`config.mk`:
```
export PLATFORM = sky130hd
export DESIGN_NAME = greedy_change_by_division_unit
export DESIGN_NICKNAME = d
export VERILOG_FILES = /design/src/hdl/gcbd_pkg.sv /design/src/hdl/greedy_change_by_division_unit.sv /design/src/hdl/gcbd_divider.sv /design/src/hdl/gcbd_chain.sv /design/src/hdl/gcbd_serializer.sv
export SDC_FILE = /design/constraint.sdc
export NUM_CORES = 2
export LEC_CHECK = 0
export BUFFER_PORTS_ARGS = -buffer_cell sky130_fd_sc_hd__buf_4
export CORE_MARGIN = 2
export CORE_UTILIZATION = 55
export DETAILED_ROUTE_END_ITERATION = 6
export PLACE_DENSITY = 0.75
export RECOVER_POWER = 100
export SYNTH_ARGS = -nofsm -noshare
export SYNTH_HDL_FRONTEND = slang
export SYNTH_SLANG_ARGS = --single-unit
```
`constraint.sdc`:
```
create_clock -name clk_i -period 9.4 [get_ports clk_i]
set_clock_uncertainty 0.1 [all_clocks]
set_input_delay 0.47 -clock clk_i [delete_from_list [all_inputs] [get_ports clk_i]]
set_output_delay 0.47 -clock clk_i [all_outputs]
set_load 0.01 [all_outputs]
```
`src/hdl/gcbd_pkg.sv`:
```
`timescale 1ns / 1ps
// ----------------------------------------------------------------------------
// gcbd_pkg
// Shared constants, types and denomination table for the greedy change unit.
// ----------------------------------------------------------------------------
package gcbd_pkg;

  localparam int AMOUNT_BITS   = 24;
  localparam int NUM_DENOM_CFG = 15;

  localparam int FULL_LIST = 15;
  localparam int COIN_LIST = 8;
  localparam int NUM_DENOM = (NUM_DENOM_CFG < COIN_LIST) ? COIN_LIST :
                             (NUM_DENOM_CFG > FULL_LIST) ? FULL_LIST : NUM_DENOM_CFG;

  localparam int FIRST_BILL = FULL_LIST - NUM_DENOM;
  localparam int FIRST_COIN = FULL_LIST - COIN_LIST;
  localparam int CHAIN_LEN  = FULL_LIST - 1 - FIRST_BILL;

  localparam int DENOM_W = 16;
  localparam int COUNT_W = 17;
  localparam int SMALL_W = 2;
  localparam int REM_W   = 16;
  localparam int IDX_W   = 4;

  localparam logic [COUNT_W-1:0] COUNT_MAX = '1;

  localparam logic [DENOM_W-1:0] DENOMS [FULL_LIST] = '{
    16'd50000, 16'd20000, 16'd10000, 16'd5000, 16'd2000, 16'd1000, 16'd500, 16'd200,
    16'd100, 16'd50, 16'd20, 16'd10, 16'd5, 16'd2, 16'd1
  };

  // The first divisor is at least 200, so the reciprocal stays below 2^(AMOUNT_BITS-7).
  localparam int RECIP_W = AMOUNT_BITS - 7;
  localparam longint unsigned RECIP_BILL = (64'd1 << AMOUNT_BITS) / 64'(DENOMS[FIRST_BILL]);
  localparam longint unsigned RECIP_COIN = (64'd1 << AMOUNT_BITS) / 64'(DENOMS[FIRST_COIN]);

  typedef struct packed {
    logic [REM_W-1:0]                   rest;
    logic [COUNT_W-1:0]                 first_cnt;
    logic [FULL_LIST-1:0][SMALL_W-1:0]  small_cnt;
  } item_t;

endpackage

```
`src/hdl/greedy_change_by_division_unit.sv`:
```
`timescale 1ns / 1ps
// ----------------------------------------------------------------------------
// greedy_change_by_division_unit
// Greedy split of a cent amount over euro denominations, one transfer per
// denomination used.
// ----------------------------------------------------------------------------
// An amount enters in any cycle in which the pipeline has room. It passes a
// three-stage divider by the largest active denomination, then one stage per
// further denomination, and then the output serializer.
// Each amount then takes as many output transfers as it uses denominations,
// one to fifteen, and an amount of zero takes none; while the output
// serializer holds a split, it takes the next amount only as that split's
// last transfer is taken. use_bills resets to 1; the user must write it
// only while the unit is idle, and the unit itself does not enforce this.
module greedy_change_by_division_unit (
  input  logic                                clk_i,
  input  logic                                rst_ni,
  input  logic                                cfg_we_i,
  input  logic                                cfg_wdata_i,
  input  logic                                in_valid_i,
  output logic                                in_ready_o,
  input  logic [gcbd_pkg::AMOUNT_BITS-1:0]    amount_cents_i,
  output logic                                out_valid_o,
  input  logic                                out_ready_i,
  output logic [gcbd_pkg::DENOM_W-1:0]        denomination_cents_o,
  output logic [gcbd_pkg::COUNT_W-1:0]        piece_count_o,
  output logic                                last_piece_o
);

  logic            use_bills_q;
  logic            div_valid, div_ready, chain_valid, chain_ready;
  gcbd_pkg::item_t div_item, chain_item;

  always_ff @(posedge clk_i or negedge rst_ni) begin
    if (!rst_ni) begin
      use_bills_q <= 1'b1;
    end else if (cfg_we_i) begin
      use_bills_q <= cfg_wdata_i;
    end
  end

  gcbd_divider u_divider (
    .clk_i       (clk_i),
    .rst_ni      (rst_ni),
    .use_bills_i (use_bills_q),
    .in_valid_i  (in_valid_i),
    .in_ready_o  (in_ready_o),
    .amount_i    (amount_cents_i),
    .out_valid_o (div_valid),
    .out_ready_i (div_ready),
    .item_o      (div_item)
  );

  gcbd_chain u_chain (
    .clk_i       (clk_i),
    .rst_ni      (rst_ni),
    .use_bills_i (use_bills_q),
    .in_valid_i  (div_valid),
    .in_ready_o  (div_ready),
    .item_i      (div_item),
    .out_valid_o (chain_valid),
    .out_ready_i (chain_ready),
    .item_o      (chain_item)
  );

  gcbd_serializer u_serializer (
    .clk_i       (clk_i),
    .rst_ni      (rst_ni),
    .use_bills_i (use_bills_q),
    .in_valid_i  (chain_valid),
    .in_ready_o  (chain_ready),
    .item_i      (chain_item),
    .out_valid_o (out_valid_o),
    .out_ready_i (out_ready_i),
    .denom_o     (denomination_cents_o),
    .count_o     (piece_count_o),
    .last_o      (last_piece_o)
  );

endmodule

```
`src/hdl/gcbd_divider.sv`:
```
`timescale 1ns / 1ps
// ----------------------------------------------------------------------------
// gcbd_divider
// Three-stage division of the amount by the largest active denomination.
// ----------------------------------------------------------------------------
module gcbd_divider (
  input  logic                                 clk_i,
  input  logic                                 rst_ni,
  input  logic                                 use_bills_i,
  input  logic                                 in_valid_i,
  output logic                                 in_ready_o,
  input  logic [gcbd_pkg::AMOUNT_BITS-1:0]     amount_i,
  output logic                                 out_valid_o,
  input  logic                                 out_ready_i,
  output gcbd_pkg::item_t                      item_o
);

  localparam int AmtW   = gcbd_pkg::AMOUNT_BITS;
  localparam int RecipW = gcbd_pkg::RECIP_W;
  localparam int ProdW  = AmtW + RecipW;
  localparam int QdW    = RecipW + gcbd_pkg::DENOM_W;
  localparam int RemW   = gcbd_pkg::REM_W;
  localparam int CntW   = gcbd_pkg::COUNT_W;

  logic [RecipW-1:0]            recip;
  logic [gcbd_pkg::DENOM_W-1:0] denom;

  logic              v1_q, v2_q, v3_q;
  logic              en1, en2, en3;
  logic [AmtW-1:0]   amt1_q, amt2_q;
  logic [ProdW-1:0]  prod1_q;
  logic [RecipW-1:0] qest2_q;
  logic [QdW-1:0]    qd2_q;

  logic [AmtW-1:0]   rem_raw;
  logic              corr;
  logic [63:0]       rem_fix;
  logic [RecipW:0]   quot;
  gcbd_pkg::item_t   item_d, item_q;

  assign recip = use_bills_i ? RecipW'(gcbd_pkg::RECIP_BILL) : RecipW'(gcbd_pkg::RECIP_COIN);
  assign denom = use_bills_i ? gcbd_pkg::DENOMS[gcbd_pkg::FIRST_BILL]
                             : gcbd_pkg::DENOMS[gcbd_pkg::FIRST_COIN];

  assign en3 = !v3_q || out_ready_i;
  assign en2 = !v2_q || en3;
  assign en1 = !v1_q || en2;
  assign in_ready_o = en1;

  always_ff @(posedge clk_i or negedge rst_ni) begin
    if (!rst_ni) begin
      v1_q <= 1'b0;
      v2_q <= 1'b0;
      v3_q <= 1'b0;
    end else begin
      if (en1) v1_q <= in_valid_i;
      if (en2) v2_q <= v1_q;
      if (en3) v3_q <= v2_q;
    end
  end

  always_comb begin
    rem_raw = amt2_q - AmtW'(qd2_q);
    corr    = 64'(rem_raw) >= 64'(denom);
    rem_fix = corr ? (64'(rem_raw) - 64'(denom)) : 64'(rem_raw);
    quot    = {1'b0, qest2_q} + (RecipW + 1)'(corr);
    item_d           = '0;
    item_d.rest      = RemW'(rem_fix);
    if (64'(quot) > 64'(gcbd_pkg::COUNT_MAX)) begin
      item_d.first_cnt = gcbd_pkg::COUNT_MAX;
    end else begin
      item_d.first_cnt = CntW'(quot);
    end
  end

  always_ff @(posedge clk_i) begin
    if (en1) begin
      amt1_q  <= amount_i;
      prod1_q <= ProdW'(amount_i) * ProdW'(recip);
    end
    if (en2) begin
      amt2_q  <= amt1_q;
      qest2_q <= prod1_q[ProdW-1:AmtW];
      qd2_q   <= QdW'(prod1_q[ProdW-1:AmtW]) * QdW'(denom);
    end
    if (en3) begin
      item_q <= item_d;
    end
  end

  assign out_valid_o = v3_q;
  assign item_o      = item_q;

endmodule

```
`src/hdl/gcbd_chain.sv`:
```
`timescale 1ns / 1ps
// ----------------------------------------------------------------------------
// gcbd_chain
// One register stage per remaining denomination; each takes zero, one or two
// pieces off the running remainder.
// ----------------------------------------------------------------------------
module gcbd_chain (
  input  logic            clk_i,
  input  logic            rst_ni,
  input  logic            use_bills_i,
  input  logic            in_valid_i,
  output logic            in_ready_o,
  input  gcbd_pkg::item_t item_i,
  output logic            out_valid_o,
  input  logic            out_ready_i,
  output gcbd_pkg::item_t item_o
);

  localparam int Len   = gcbd_pkg::CHAIN_LEN;
  localparam int RemXW = gcbd_pkg::REM_W + 1;
  localparam int RemW  = gcbd_pkg::REM_W;

  logic            valid [Len+1];
  logic            ready [Len+1];
  gcbd_pkg::item_t item  [Len+1];

  assign valid[0]    = in_valid_i;
  assign item[0]     = item_i;
  assign in_ready_o  = ready[0];
  assign ready[Len]  = out_ready_i;
  assign out_valid_o = valid[Len];
  assign item_o      = item[Len];

  for (genvar j = 0; j < Len; j++) begin : g_stage
    localparam int Idx = gcbd_pkg::FIRST_BILL + 1 + j;
    localparam logic [RemXW-1:0] D1 = RemXW'(gcbd_pkg::DENOMS[Idx]);
    localparam logic [RemXW-1:0] D2 = D1 << 1;
    localparam bit AlwaysOn = (Idx > gcbd_pkg::FIRST_COIN);

    logic            valid_q;
    gcbd_pkg::item_t item_q, item_d;
    logic [RemXW-1:0] rest_x;
    logic            active;

    assign active   = use_bills_i || AlwaysOn;
    assign ready[j] = !valid_q || ready[j+1];

    always_comb begin
      rest_x = {1'b0, item[j].rest};
      item_d = item[j];
      if (active && (rest_x >= D2)) begin
        item_d.small_cnt[Idx] = 2'd2;
        item_d.rest           = RemW'(rest_x - D2);
      end else if (active && (rest_x >= D1)) begin
        item_d.small_cnt[Idx] = 2'd1;
        item_d.rest           = RemW'(rest_x - D1);
      end
    end

    always_ff @(posedge clk_i or negedge rst_ni) begin
      if (!rst_ni) begin
        valid_q <= 1'b0;
      end else if (ready[j]) begin
        valid_q <= valid[j];
      end
    end

    always_ff @(posedge clk_i) begin
      if (ready[j]) begin
        item_q <= item_d;
      end
    end

    assign valid[j+1] = valid_q;
    assign item[j+1]  = item_q;
  end

endmodule

```
`src/hdl/gcbd_serializer.sv`:
```
`timescale 1ns / 1ps
// ----------------------------------------------------------------------------
// gcbd_serializer
// Holds one finished split and sends its nonzero denominations one per transfer,
// largest first.
// ----------------------------------------------------------------------------
module gcbd_serializer (
  input  logic                            clk_i,
  input  logic                            rst_ni,
  input  logic                            use_bills_i,
  input  logic                            in_valid_i,
  output logic                            in_ready_o,
  input  gcbd_pkg::item_t                 item_i,
  output logic                            out_valid_o,
  input  logic                            out_ready_i,
  output logic [gcbd_pkg::DENOM_W-1:0]    denom_o,
  output logic [gcbd_pkg::COUNT_W-1:0]    count_o,
  output logic                            last_o
);

  localparam int N    = gcbd_pkg::FULL_LIST;
  localparam int IdxW = gcbd_pkg::IDX_W;
  localparam int CntW = gcbd_pkg::COUNT_W;

  logic [N-1:0]                       mask_q, mask_d, new_mask, onehot, rest_mask;
  logic [CntW-1:0]                    first_cnt_q;
  logic [N-1:0][gcbd_pkg::SMALL_W-1:0] small_q;
  logic [IdxW-1:0]                    first_idx;

  assign first_idx = use_bills_i ? IdxW'(gcbd_pkg::FIRST_BILL) : IdxW'(gcbd_pkg::FIRST_COIN);

  assign onehot      = mask_q & (~mask_q + N'(1));
  assign rest_mask   = mask_q & ~onehot;
  assign out_valid_o = |mask_q;
  assign last_o      = ~|rest_mask;
  assign in_ready_o  = !(|mask_q) || (out_ready_i && last_o);

  always_comb begin
    for (int k = 0; k < N; k++) begin
      new_mask[k] = (item_i.small_cnt[k] != '0) ||
                    ((IdxW'(k) == first_idx) && (item_i.first_cnt != '0));
    end
  end

  always_comb begin
    denom_o = '0;
    count_o = '0;
    for (int k = 0; k < N; k++) begin
      if (onehot[k]) begin
        denom_o = denom_o | gcbd_pkg::DENOMS[k];
        count_o = count_o | ((IdxW'(k) == first_idx) ? first_cnt_q : CntW'(small_q[k]));
      end
    end
  end

  always_comb begin
    mask_d = mask_q;
    if (out_valid_o && out_ready_i) begin
      mask_d = rest_mask;
    end
    if (in_valid_i && in_ready_o) begin
      mask_d = new_mask;
    end
  end

  always_ff @(posedge clk_i or negedge rst_ni) begin
    if (!rst_ni) begin
      mask_q <= '0;
    end else begin
      mask_q <= mask_d;
    end
  end

  always_ff @(posedge clk_i) begin
    if (in_valid_i && in_ready_o) begin
      first_cnt_q <= item_i.first_cnt;
      small_q     <= item_i.small_cnt;
    end
  end

endmodule

```
Yosys cells after proc, flatten, opt, wreduce, memory -nomap -nowiden:

Cells that the tools add are included.

* add/sub/neg operators: 30
* multipliers: 2
* div/mod/pow operators: 0
* $lt $le $gt $ge: 30
* equal/unequal tests: 14
* shifts and indexed selects: 0
* muxes and demuxes: 91
* bitwise gates (word level): 18
* reductions and logical operators: 102

Operators with widths (count)
* 2-to-1 mux 17 bit: 31
* 2-to-1 mux 16 bit: 29
* OR 17 bit: 14
* 2-to-1 mux 15 bit: 3
* multiplier 24 x 17 -> 41 bit: 1
* >= comparator 16 x 10 -> 1 bit (second input constant): 2
* >= comparator 16 x 11 -> 1 bit (second input constant): 2
* >= comparator 16 x 14 -> 1 bit (second input constant): 2
* >= comparator 16 x 15 -> 1 bit (second input constant): 2
* >= comparator 16 x 2 -> 1 bit (second input constant): 2
* >= comparator 16 x 3 -> 1 bit (second input constant): 2
* >= comparator 16 x 4 -> 1 bit (second input constant): 2
* >= comparator 16 x 5 -> 1 bit (second input constant): 2
* >= comparator 16 x 6 -> 1 bit (second input constant): 2
* >= comparator 16 x 7 -> 1 bit (second input constant): 2
* >= comparator 16 x 8 -> 1 bit (second input constant): 2
* >= comparator 16 x 9 -> 1 bit (second input constant): 2
* logical AND 1 bit: 32
* logical OR 1 bit: 32
* subtractor 16 x 10 -> 16 bit (second input constant): 2
* subtractor 16 x 11 -> 16 bit (second input constant): 2
* subtractor 16 x 14 -> 16 bit (second input constant): 2
* subtractor 16 x 15 -> 16 bit (second input constant): 2
* subtractor 16 x 3 -> 16 bit (second input constant): 2
* 45 further kinds: 111

* bits in registers: 897
* bits in latches: 0
* RAM bits: 0
* memory bits (read-only): 0
* bits of input ports: 30
* output and inout port bits: 36
* word-level logic and storage cells: 460
* memories kept: 0

Logic depth before layout (Yosys ltp):

* depth in word-level cells: 32
* mapped depth: 28
* depth with buffers taken out: 24

Hierarchy:

From an unflattened synthesis, not the netlist that was laid out.

* cell total of the unflattened synthesis: 3913
* area, all modules: 55694.7 um^2

By module, submodules not included
* gcbd_chain: instances 1, cells an instance 1996, area each 34000.1 um^2, seq. area each 26835.7 um^2
* gcbd_divider: instances 1, cells an instance 1635, area each 18549.0 um^2, seq. area each 4159.0 um^2
* gcbd_serializer: instances 1, cells an instance 280, area each 3104.2 um^2, seq. area each 1786.7 um^2
* greedy_change_by_division_unit: instances 1, cells an instance 2, area each 41.3 um^2, seq. area each 26.3 um^2

Worst setup path after synthesis:

Ideal clock, no wire load.

* path type: register to register
* start: register use_bills_q
* end: register u_divider.prod1_q[40], data pin
* setup time: 0.260 ns
* arrival time: 6.648 ns
* required time: 9.040 ns
* slack: 2.392 ns
* stages on the path, launching flop included: 22
* path buffers: 4
* clock period less this slack: 7.008 ns
* cells stage by stage: dfstp_2 clkbuf_1 buf_1 clkbuf_1 clkbuf_1 nor2_1 or2_2 ha_1 fa_1 fa_1 fa_1 fa_1 fa_1 ha_1 a211oi_1 o21ai_0 a22oi_1 o2111ai_1 a31oi_1 o211ai_1 a31oi_1 xnor2_1

* longest elaborated chain between the ends: 2

RTL lines
* start, declared: line greedy_change_by_division_unit.sv:30 `logic use_bills_q;`
* start signal, assigned: line greedy_change_by_division_unit.sv:38 `use_bills_q <= cfg_wdata_i;`
* 2-to-1 mux 17 bit: line gcbd_divider.sv:41 `assign recip = use_bills_i ? RecipW'(gcbd_pkg::RECIP_BILL) : RecipW'(gcbd_pkg::RECIP_COIN);`
* multiplier 24 x 17 -> 41 bit: line gcbd_divider.sv:79 `prod1_q <= ProdW'(amount_i) * ProdW'(recip);`
* end signal, assigned: line gcbd_divider.sv:79
* end, declared: line gcbd_divider.sv:31 `logic [ProdW-1:0] prod1_q;`

No other way between the ends.
A chain may end at the register's enable or synchronous reset.

Final worst setup path:

Ends and elaborated chain as after synthesis.

==> metrics.yaml <==
status: "finished, violations left"
violations: "max-capacitance violations, max-slew violations"
synth_compound_area_share_pct: 5.951
hold_violations: 0
cts_root_buffer: "clkbuf_16"
postCtsHoldBufs: 8
endpoint_kind: "register"
grt_max_degree: 63
cts_buffers: 85
synth_enable_flop_cells: 837
worstHoldStart: "cfg_wdata_i"
ys_ff_latch: 870
synth-simple-area-share_pct: 8.482
synth_top_family_by_area: "adder cells"
diodes: 0
synth_xor_area_share_pct: 4.225
layout.nets: 4295
antenna_left: 0
hpwlAfterDp_um: 60460
critPathLaunch: "use_bills_q"
dieArea_sq_mm: 0.08792
required_ns: 9.68
drt_first_iter_violations: 1310
routed_wl_um: 81400
synth-seq-area-share_pct: 55.17
setup_viol: 0
start_util_pct: 55.35
synthAdderAreaFrac_pct: 21.96
crit_type: "reg -> reg"
synth_mux_area_share_pct: 0.4919
synth_cell_types: 93
drt_pre_antenna_iters: 5
cp.arrival_ns: 8.48
synth.most_common_cell: "edfxtp_1"
die_w_um: 296.5
vias: 25931
grt_pass1_vias: 26919
die_h_um: 296.5
rows: 107
grt_use_total_pct: 19.24
drt_drc_violations_left: 0
utilization_pct: 60.34
post-route-cell-area_sq_mm: 0.05130
synth_common_cells: "837 x edfxtp_1, 412 x ha_1, 383 x inv_1"
wl_per_cell_um: 16.92
synth_ff_type: "edfxtp_1"
syn_inst: 3481
worstSetupStartpointType: "register"
drv_cap: 19
critPathTopFamily: "adder cells"
cp_cell_sequence: "clkinv_1 -> clkbuf_1 -> nor2_1 -> fa_1 -> fa_1 -> fa_1 -> fa_1 -> ha_1 -> nand4_1 -> nor2_1 -> a2111oi_0 -> o311a_1 -> o2111ai_1 -> a31oi_1 -> o211ai_1 -> a31oi_1 -> xnor2_1"
yosysTopAreaCellShare_pct: 53.41
maxSlewHeadroom_pct: -108.3
drv_slew: 858
worst_skew_pair.late_latency_ns: 0.64
syn_avg_cell_area_sq_um: 13.52
synthArstFlopShare_pct: 3.793
grt_overflow: 0
rsz0062_at_grt: "no"
via_per_inst: 5.391
synth_area_sq_mm: 0.04706
area_growth_pct: 9.014
setup-tns-final_ns: 0
cts_tree: "yes"
max_slew.worst_pin.slew_ns: 3.124
cts_max_level: 3
cpMostUsedCell: "fa_1"
netlist.top_cell.by_area: "edfxtp_1"
min_period_over_period_pct: 87.23
r2r_start: "use_bills_q"
antenna_found_initial: 1
gp_congestion: 0.8910
path_max_fanout: 33
clkSinkCount: 870
core_sq_mm: 0.08501
post_cts_resized: 0
clock_path_buffers: 3
post-route-min-period_ns: 8.199
post_cts_buffers: 0
dp_cells: 4645
placed_area_sq_mm: 0.04889
stdcell_count: 4810
cp_slowest_cell: "dfstp_1"
path_buf_inv: 2
hold_path.class: "in -> reg"
ys_warn_count: 0
path_clk_slew_ns: 0.06
drive_gt1_share_pct: 4.883
port_buffers: 65
num_io_pins: 66
grt_pass1_wl_um: 134300
ys_top_cells_by_area: "edfxtp_1 53%, ha_1 11%, fa_1 11%"
cp_slowest_stage_delay_ns: 1.41
fmax_mhz: 122.0
[path summary, 6_finish.rpt]
kind / endpoint / depth (start not counted) / slack [ns]
worst min-delay path: use_bills_q / 3 / 0.07
max in group asynchronous: u_chain.g_stage[5].valid_q / 2 / 6.60
worst max-delay path: u_divider.prod1_q[40] / 17 / 1.20
worst max register to register: u_divider.prod1_q[40] / 17 / 1.20
worst min register to register: u_chain.item_o[32] / 0 / 0.31
min in group asynchronous: u_chain.g_stage[10].valid_q / 2 / 1.11
[cell usage in the layout (no fill, tap or decap), types with 18 or more instances in the layout]
cell type,instances
nand2_1,221
edfxtp_1,837
nand4_1,20
a21oi_1,119
fa_1,257
and2_1,39
nand3_1,41
nand2b_1,43
or2_2,27
nor4_1,31
inv_1,385
nor2_1,162
a21o_1,21
nor3_1,67
xnor2_1,131
nor2b_1,53
clkbuf_1,98
dfrtp_1,32
or3_1,18
xor2_1,96
ha_1,412
clkbuf_16,85
o21ai_0,108
[cell families after synthesis]
group                      Yosys count
and+or+nand+nor                    795
AOI/OAI and AO/OA                  437
DFF                                870
adders and majority gates          672
buffers and inverters              458
other                                2
muxes                               20
xor gates and xnor gates           227
[final cells by class]
class | instances | area, sq um
Fill cell | 6478 | 33710
Sequential cell | 870 | 25960
Multi-Input combinational cell | 2156 | 19320
Clock buffer | 115 | 2300
Inverter | 389 | 1460
Tap cell | 1144 | 1431
Timing Repair Buffer | 94 | 445.4
Clock inverter | 42 | 381.6
[state kept, by name (all words and copies together) (netlist names), 13 cells and up]
register                  cells
u_divider.amt1_q             24
u_serializer.first_cnt_q     17
u_chain.g_stage.valid_q      13
u_divider.item_o             33
u_chain.item_o               45
u_chain.g_stage.item_d       37
u_divider.amt2_q             24
u_divider.prod1_q            17
u_chain.g_stage.rest_x       16
u_divider.qd2_q              21
u_chain.g_stage.item_q      558
u_serializer.mask_q          15
u_serializer.small_q         28
u_divider.qest2_q            17
[metal layers]
layer	share of wire (%)	wire length (um)	track usage [%]	up-vias
met4	2.9	2381	7.034	0
li1	-	-	-	12559
met2	52	42290	35.03	536
met1	41	33690	23.41	12692
met3	3.7	3029	2.496	144
met5	0	0	0	-
[per-stage QoR]
stage	hold slack, ns	setup WS [ns]
global placement	0.3007	1.936
global route	0.06755	0.8681
finish	0.07001	1.201
floorplan	0.07441	2.392
detailed placement	0.3045	1.801
CTS	0.001187	1.763
[worst register-to-register path, cell delays in order, from the launching register on]
cell and delay [ns]:
dfstp_1 1.41, clkinv_1 0.54, clkbuf_1 0.89, nor2_1 0.52, fa_1 0.52, fa_1 0.55, fa_1 0.45, fa_1 0.49
ha_1 0.31, nand4_1 0.12, nor2_1 0.06, a2111oi_0 0.32, o311a_1 0.38, o2111ai_1 0.21, a31oi_1 0.51, o211ai_1 0.20
a31oi_1 0.26, xnor2_1 0.10
Power is left out: the tool's default activity adds up to more than one toggle a clock period on the data nets, which glitch-free logic cannot reach.
